[config.mk]
export PLATFORM = sky130hd
export DESIGN_NAME = trs_ctrl
export DESIGN_NICKNAME = d
export VERILOG_FILES = /design/src/rtl/trs_pkg.sv /design/src/rtl/trs_ctrl.sv
export SDC_FILE = /design/constraint.sdc
export NUM_CORES = 1
export LEC_CHECK = 0
export ABC_AREA = 1
export BUFFER_PORTS_ARGS = -buffer_cell sky130_fd_sc_hd__buf_4
export CORE_UTILIZATION = 35
export DETAILED_ROUTE_END_ITERATION = 6
export SLEW_MARGIN = 20
export SYNTH_ARGS = -nofsm -noshare
export SYNTH_HDL_FRONTEND = slang
export SYNTH_SLANG_ARGS = --single-unit
[constraint.sdc]
create_clock -name i_clk -period 1.7 [get_ports i_clk]
set_clock_uncertainty 0.05 [all_clocks]
set_input_delay 0.085 -clock i_clk [delete_from_list [all_inputs] [get_ports i_clk]]
set_output_delay 0.085 -clock i_clk [all_outputs]
set_load 0.03 [all_outputs]
[src/rtl/trs_pkg.sv]
// Shared constants, entry layout and controller/datapath interface types for the tempo ramp stepper.
package trs_pkg;

    localparam int SCORE_COUNT = 4;
    localparam int SEQ_COUNT   = 16;
    localparam int ENTRY_COUNT = SCORE_COUNT * SEQ_COUNT;
    localparam int ENTRY_W     = (ENTRY_COUNT > 1) ? $clog2(ENTRY_COUNT) : 1;

    localparam int TEMPO_W = 15;
    localparam int STEP_W  = 16;
    localparam int CNT_W   = 32;
    localparam int RES_W   = 15;
    localparam int RATE_W  = 28;
    localparam int FLAG_W  = 2;
    localparam int FR_W    = 8;

    // res * tempo, then times ten
    localparam int PROD_W    = RES_W + TEMPO_W;
    localparam int DVD_W     = PROD_W + 4;
    localparam int DVS_W     = 16;
    localparam int DIV_CNT_W = $clog2(DVD_W);

    localparam int FRAME_SECS = 60;
    localparam logic [FR_W-1:0] FRAME_RATE_RST = FR_W'(60);

    localparam logic OP_LOAD = 1'b0;
    localparam logic OP_TICK = 1'b1;

    typedef struct packed {
        logic [TEMPO_W-1:0]       tempo;
        logic [TEMPO_W-1:0]       target;
        logic signed [STEP_W-1:0] step;
        logic [CNT_W-1:0]         cnt;
        logic [RES_W-1:0]         res;
        logic [RATE_W-1:0]        rate;
        logic [FLAG_W-1:0]        flags;
    } t_entry;

    typedef struct packed {
        logic accept;
        logic fetch;
        logic mod_start;
        logic step;
        logic mul;
        logic rate_start;
        logic rate_latch;
        logic commit;
    } t_cmd;

    typedef struct packed {
        logic in_oor;
        logic in_tick;
        logic step_pos;
        logic div_done;
        logic rem_zero;
        logic out_free;
    } t_stat;

endpackage

[src/rtl/trs_ctrl.sv]
// Controller state machine: sequences fetch, modulo check, tempo step, rate divide and commit.
module trs_ctrl
    import trs_pkg::*;
(
    input  logic  i_clk,
    input  logic  i_rst_n,
    input  logic  i_valid,
    input  t_stat i_stat,
    output logic  o_ready,
    output t_cmd  o_cmd
);

    typedef enum logic [8:0] {
        S_IDLE      = 9'b000000001,
        S_FETCH     = 9'b000000010,
        S_DECIDE    = 9'b000000100,
        S_MOD_WAIT  = 9'b000001000,
        S_STEP      = 9'b000010000,
        S_MUL       = 9'b000100000,
        S_RATE_ST   = 9'b001000000,
        S_RATE_WAIT = 9'b010000000,
        S_DONE      = 9'b100000000
    } t_state;

    t_state r_state;
    t_state n_state;

    always_ff @(posedge i_clk) begin
        if (!i_rst_n) begin
            r_state <= S_IDLE;
        end else begin
            r_state <= n_state;
        end
    end

    always_comb begin
        n_state = r_state;
        o_cmd   = '0;
        o_ready = 1'b0;
        unique case (r_state)
            S_IDLE: begin
                o_ready = 1'b1;
                if (i_valid) begin
                    o_cmd.accept = 1'b1;
                    priority if (i_stat.in_oor) begin
                        n_state = S_DONE;
                    end else if (i_stat.in_tick) begin
                        n_state = S_FETCH;
                    end else begin
                        n_state = S_MUL;
                    end
                end
            end
            S_FETCH: begin
                o_cmd.fetch = 1'b1;
                n_state     = S_DECIDE;
            end
            S_DECIDE: begin
                if (i_stat.step_pos) begin
                    o_cmd.mod_start = 1'b1;
                    n_state         = S_MOD_WAIT;
                end else begin
                    n_state = S_STEP;
                end
            end
            S_MOD_WAIT: begin
                // counter not a multiple of the step: keep tempo and rate
                if (i_stat.div_done) begin
                    n_state = i_stat.rem_zero ? S_STEP : S_DONE;
                end
            end
            S_STEP: begin
                o_cmd.step = 1'b1;
                n_state    = S_MUL;
            end
            S_MUL: begin
                o_cmd.mul = 1'b1;
                n_state   = S_RATE_ST;
            end
            S_RATE_ST: begin
                o_cmd.rate_start = 1'b1;
                n_state          = S_RATE_WAIT;
            end
            S_RATE_WAIT: begin
                if (i_stat.div_done) begin
                    o_cmd.rate_latch = 1'b1;
                    n_state          = S_DONE;
                end
            end
            S_DONE: begin
                if (i_stat.out_free) begin
                    o_cmd.commit = 1'b1;
                    n_state      = S_IDLE;
                end
            end
            default: begin
                n_state = S_IDLE;
            end
        endcase
    end

endmodule

==> results.sh, run 1 <==
export IMPL_maxCapViolCount=0
export IMPL_ios=18
export IMPL_root_buffer="clkbuf_4"
export IMPL_fill_cells=189
export IMPL_finalWirelength_um=1590
export IMPL_place_ws_ps=282
export IMPL_slew_headroom_pct=81.1
export IMPL_cts_tree="built"
export IMPL_synthTopCellsByArea="dfxtp_1 (26%), nor2_1 (11%), inv_1 (9.8%)"
export IMPL_numClockSinks=9
export IMPL_cts_inserted_buffers=3
export IMPL_path_clk_slew_ps=60
export IMPL_rsz0062_at_grt="no"
export IMPL_dp_final_hpwl_um=1340
export IMPL_syn_mean_instance_area_um2=6.49
export IMPL_insertion_delay_ps=260
export IMPL_synthXorXnorAreaFrac_pct=0
export IMPL_cp_cell_sequence="nor2_1 > nand2_4 > nor3_2 > nand3_1 > inv_1 > buf_4"
export IMPL_top_regs="r_state: 9 flops"
export IMPL_synth_compound_area_share_pct=7.82
export IMPL_setup_ws_ps=198
export IMPL_synth_mux_area_share_pct=0
export IMPL_synth_top_area_share_pct=26.2
export IMPL_clockBufferDepth=2
export IMPL_criticalPathCategory="reg -> out"
export IMPL_vias_per_cell=4.52
export IMPL_path_max_fanout=4
export IMPL_core_area_um2=1780
export IMPL_ys_ff_latch=9
export IMPL_timing_final_crit_share_pct=88.4
export IMPL_detail_route_wl_per_cell_um=10.4
export IMPL_drive_above_1_share_pct=34.4
export IMPL_max_freq_mhz=666
export IMPL_synth_top_area_cell="dfxtp_1"
export IMPL_p_per_area_nw_per_um2=1330
export IMPL_slowest_delay_ps=330
export IMPL_syn_cell_area_um2=688
export IMPL_yosysSeqAreaShare_pct=26.2
export IMPL_finalNetCount=138
export IMPL_arrival_ps=1370
export IMPL_gp_congestion=0.827
export IMPL_htreeDepth=1
export IMPL_setup_viol=0
export IMPL_first_pass_iters=4
export IMPL_drt_iter0_drc=3
export IMPL_worst_slew_pin_slew_ps=281
export IMPL_status="finished, final reports clean"
export IMPL_end_kind="output port"
export IMPL_synth_cells=106
export IMPL_fin_setup_tns_ps=0
export IMPL_postCtsSetupBuffers=0
export IMPL_reg2reg_slack_ps=260
export IMPL_worstPathRequired_ps=1560
export IMPL_grt_pass1_vias=664
export IMPL_syn_to_final_growth_pct=29.1
export IMPL_drc=0
export IMPL_fp_dieH_um=46.3
export IMPL_via_count=691
export IMPL_overflow=0
export IMPL_largest_register="r_state"
export IMPL_antenna_cells=0
export IMPL_start_kind="register"
export IMPL_die_area_um2=2150
export IMPL_multiInputGateArea_um2=428
export IMPL_floorplan_initialDensity_pct=38.6
export IMPL_synth_nets=115
export IMPL_synth_simple_area_share_pct=53.6
export IMPL_ys_warnings_count=0
export IMPL_num_rows=15
export IMPL_portBuffers=17
export IMPL_synth_top_family_by_area="simple AND/OR/NAND/NOR gates"
export IMPL_final_hold_viol_count=0
export IMPL_synth_cell_type_count=19
export IMPL_leakagePower_nw=0.458
export IMPL_ir_drop_uv=792
export IMPL_antenna_found_initial=0
export IMPL_largest_reg_flops=9
export IMPL_min_period_ps=1500
export IMPL_holdCritPathClass="in -> reg"
export IMPL_report_final_slew_viol_count=0
export IMPL_grt_max_degree=7
export IMPL_grtUsageTotal_pct=17.8
export IMPL_synthAdderAreaFrac_pct=0
export IMPL_slowest_stage="dfxtp_1"
export IMPL_grt_pass1_wl_um=2670
export IMPL_chipWidth_um=46.3
export IMPL_seq_area_um2=180
export IMPL_antenna_left=0
-- worst max-delay path, delay by kind of cell, from the launching register on --
kind | cells | cell delay [ps]
buf+inv | 2 | 220
flops | 1 | 330
simple gates | 4 | 560
-- cell type report --
cell class	instances	share of cell area, %
Timing Repair Buffer	18	15.5
Inverter	22	9.58
Multi-Input combinational cell	75	48.2
Tap cell	25	3.52
Sequential cell	9	20.3
Clock buffer	4	2.96
-- final timing paths --
check                             endpoint  cells past startpoint        from
worst max register to register  r_state[0]                      9  r_state[8]
worst max-delay path              o_cmd[5]                      6  r_state[5]
worst min-delay path            r_state[1]                      3   i_stat[4]
worst min register to register  r_state[3]                      2  r_state[3]
-- synth_stat cells (all sizes together) --
cell type	number
dfxtp	9
inv	22
o22ai	2
o21ai	2
nand2	22
a21oi	4
nor4	1
nor3	2
nor2	24
nand3	16
nor3b	2
-- metal layers --
layer / global-route usage (%) / vias up / routed length [um]
met3: 4.71 / 5 / 63
li1: - / 375 / -
met1: 21.6 / 294 / 756
met5: 0 / - / 0
met4: 8.82 / 0 / 37
met2: 28.6 / 17 / 728
-- what timing repair did --
item                                   CTS  global route
gates resized for setup                  0             1
hold buffers                             1             0
setup endpoints to repair                0             1
endpoints found under the hold margin    1             0
-- per-stage QoR --
step           util, %  cells  hold WS [ps]  power (W)  instance area, um2
2_1_floorplan        -    106           104   0.000844                 688
3_3_place_gp      47.5    148           245    0.00101                 847
5_1_grt           49.8    153          52.1    0.00127                 888
4_1_cts           49.5    153          53.1    0.00118                 883
6_report          49.8    153          55.8    0.00118                 888
3_5_place_dp      47.5    148           256    0.00100                 847
-- cells in the final DEF (no fill, tap or decap), types with 4 or more instances in the layout --
cell / n
nor2_1: 20
inv_1: 18
buf_4: 17
nand2_1: 14
nand3_1: 13
dfxtp_1: 9
nand2_4: 5
nor2_2: 4
-- where the power goes --
| group | switching (W) | internal [W] | total, W |
|---|---|---|---|
| registers | 0.0000384 | 0.000243 | 0.000282 |
| clock network | 0.0000781 | 0.0000907 | 0.000169 |
| logic | 0.000475 | 0.000254 | 0.000729 |
| total | 0.000592 | 0.000588 | 0.00118 |
-- cell families (layout without fill, tap and decap cells) --
group           Yosys count  in the layout
flops                     9              9
simple gates             67             67
compound gates            8              8
buf+inv                  22             44
Power figures use the tool's default switching activity.
==> run 2, diff against run 1 <==
--- a/config.mk
+++ b/config.mk
@@ -6,6 +6,7 @@
 export NUM_CORES = 1
 export LEC_CHECK = 0
 export ABC_AREA = 1
+export ABC_CLOCK_PERIOD_IN_PS = 1700
 export BUFFER_PORTS_ARGS = -buffer_cell sky130_fd_sc_hd__buf_4
 export CORE_UTILIZATION = 35
 export DETAILED_ROUTE_END_ITERATION = 6
==> constraint.sdc (replaced) <==
create_clock -name i_clk -period 1.7 [get_ports i_clk]
set_clock_uncertainty 0.05 [all_clocks]
set_input_delay 0.51 -clock i_clk [delete_from_list [all_inputs] [get_ports i_clk]]
set_output_delay 0.51 -clock i_clk [all_outputs]
set_load 0.03 [all_outputs]
==> results.sh, run 2 (synthesis results as in run 1) <==
export IMPL_arrival_ps=1290
export IMPL_dr_wl_met3_um=86
export IMPL_portBuffers=17
export IMPL_num_rows=15
export IMPL_maxCapViolCount=0
export IMPL_final_cell_mix="buf_4 (20), inv_1 (13), nor2_1 (11), nand3_1 (11), buf_6 (10)"
export IMPL_first_pass_iters=4
export IMPL_top_regs="r_state: 9 flops"
export IMPL_slowest_delay_ps=350
export IMPL_detail_route_wl_per_cell_um=12.1
export IMPL_drive_above_1_share_pct=65.7
export IMPL_setup_viol=9
export IMPL_grtUsageTotal_pct=21.5
export IMPL_htreeDepth=1
export IMPL_finalNetCount=150
export IMPL_grt_pass1_vias=771
export IMPL_clockBufferDepth=2
export IMPL_insertion_delay_ps=270
export IMPL_report_final_slew_viol_count=0
export IMPL_min_period_ps=1850
export IMPL_fill_cells=160
export IMPL_overflow=0
export IMPL_final_cells=165
export IMPL_antenna_left=0
export IMPL_cts_inserted_buffers=3
export IMPL_r2r_cells=10
export IMPL_ir_drop_uv=947
export IMPL_floorplan_initialDensity_pct=38.6
export IMPL_chipWidth_um=46.3
export IMPL_fin_setup_tns_ps=-1070
export IMPL_setup_ws_ps=-154
export IMPL_start_kind="register"
export IMPL_antenna_found_initial=0
export IMPL_path_max_fanout=4
export IMPL_syn_to_final_growth_pct=66.9
export IMPL_leakagePower_nw=0.545
export IMPL_end_kind="output port"
export IMPL_finalInstanceArea_um2=1150
export IMPL_cp_cell_sequence="nor2_4 > nand2_4 > inv_4 > nand3_2 > nor2_2 > buf_6"
export IMPL_dr_wl_met2_um=1030
export IMPL_cts_tree="built"
export IMPL_dp_final_hpwl_um=1400
export IMPL_max_freq_mhz=539
export IMPL_rr_startpoint="r_state[8]"
export IMPL_gp_congestion=0.813
export IMPL_worstPathRequired_ps=1140
export IMPL_cts_hold_buf=0
export IMPL_path_depth=6
export IMPL_reg2reg_slack_ps=80
export IMPL_numClockSinks=9
export IMPL_finish_utilization_pct=64.4
export IMPL_via_count=764
export IMPL_largest_register="r_state"
export IMPL_holdCritPathClass="in -> reg"
export IMPL_largest_reg_flops=9
export IMPL_place_area_um2=922
export IMPL_finalWirelength_um=1990
export IMPL_vias_per_cell=4.63
export IMPL_drt_iter0_drc=13
export IMPL_status="complete, but fails checks"
export IMPL_die_area_um2=2150
export IMPL_path_delay_family="simple AND/OR/NAND/NOR gates"
export IMPL_grt_pass1_wl_um=3230
export IMPL_p_per_area_nw_per_um2=1320
export IMPL_grt_max_degree=7
export IMPL_slew_headroom_pct=81.4
export IMPL_post_place_cells=156
export IMPL_startpoint="r_state[6]"
export IMPL_core_area_um2=1780
export IMPL_antenna_cells=0
export IMPL_layout_commonest_cell="buf_4"
export IMPL_drc=0
export IMPL_r2r_end="r_state[8]"
export IMPL_ios=18
export IMPL_final_hold_viol_count=0
export IMPL_path_buf_inv=2
export IMPL_slowest_stage="dfxtp_2"
export IMPL_cp_endpoint="o_cmd[7]"
export IMPL_violations="negative setup slack"
export IMPL_top_layer="met4"
export IMPL_root_buffer="clkbuf_4"
export IMPL_fp_dieH_um=46.3
export IMPL_worst_slew_pin_slew_ps=278
export IMPL_wl_met1_um=858
export IMPL_rsz0062_at_grt="yes"
export IMPL_path_clk_slew_ps=80
export IMPL_timing_final_crit_share_pct=109
export IMPL_criticalPathCategory="reg -> out"
-- run 2: cell count changes in the layout (fill, tap and decap cells not counted), moves of 4 or more --
cell,before,now
buf_6,0,10
dfxtp_1,9,1
dfxtp_2,0,6
nor2_2,4,8
nand2_1,14,7
inv_2,3,8
inv_1,18,13
nand2_2,3,7
nor2_4,0,5
nor2_1,20,11
-- run 2: timing repair --
action	4_1_cts	5_1_grt
pin swaps	11	11
resized for setup	33	24
setup endpoints to repair	9	17
buffers inserted	4	2
-- run 2: worst min path at each step --
stage                           from          to  slack [ps]  cells after the start
final                        i_rst_n  r_state[0]         390                      2
after CTS                    i_rst_n  r_state[0]         390                      2
after detailed placement  r_state[3]  r_state[3]         450                      2
after floorplan           r_state[3]  r_state[3]         420                      2
after global placement    r_state[3]  r_state[3]         450                      2
after global routing         i_rst_n  r_state[0]         400                      2
-- run 2: routing by layer --
metal  GRT usage [%]  vias up
li1                -      403
met1            27.4      335
met2            36.1       22
met3            3.14        4
met4            7.65        0
met5               0        -
-- run 2: per-stage QoR --
step	worst slack, ps	hold slack, ps	power (W)
4_1_cts	-143	392	0.00140
5_1_grt	-235	396	0.00162
6_report	-154	388	0.00151
3_3_place_gp	36.4	449	0.00108
3_5_place_dp	16.4	454	0.00109
2_1_floorplan	-14.6	416	0.000852
-- run 2: power breakdown --
group | internal, W | switching (W) | total, W
Combinational | 0.000431 | 0.000606 | 0.00104
Clock | 0.0000870 | 0.0000923 | 0.000179
Sequential | 0.000251 | 0.0000449 | 0.000296
-- run 2: area by class of cell --
class                      count  area (um2)  share of cell area [%]
sequential                     9         195                    17.0
tap                           25        31.3                    2.72
clock buffer                   3        22.5                    1.96
clock inverter                 1        5.00                   0.436
inverter                      22        85.1                    7.41
timing repair buffer          30         263                    22.9
multi-input combinational     75         547                    47.6
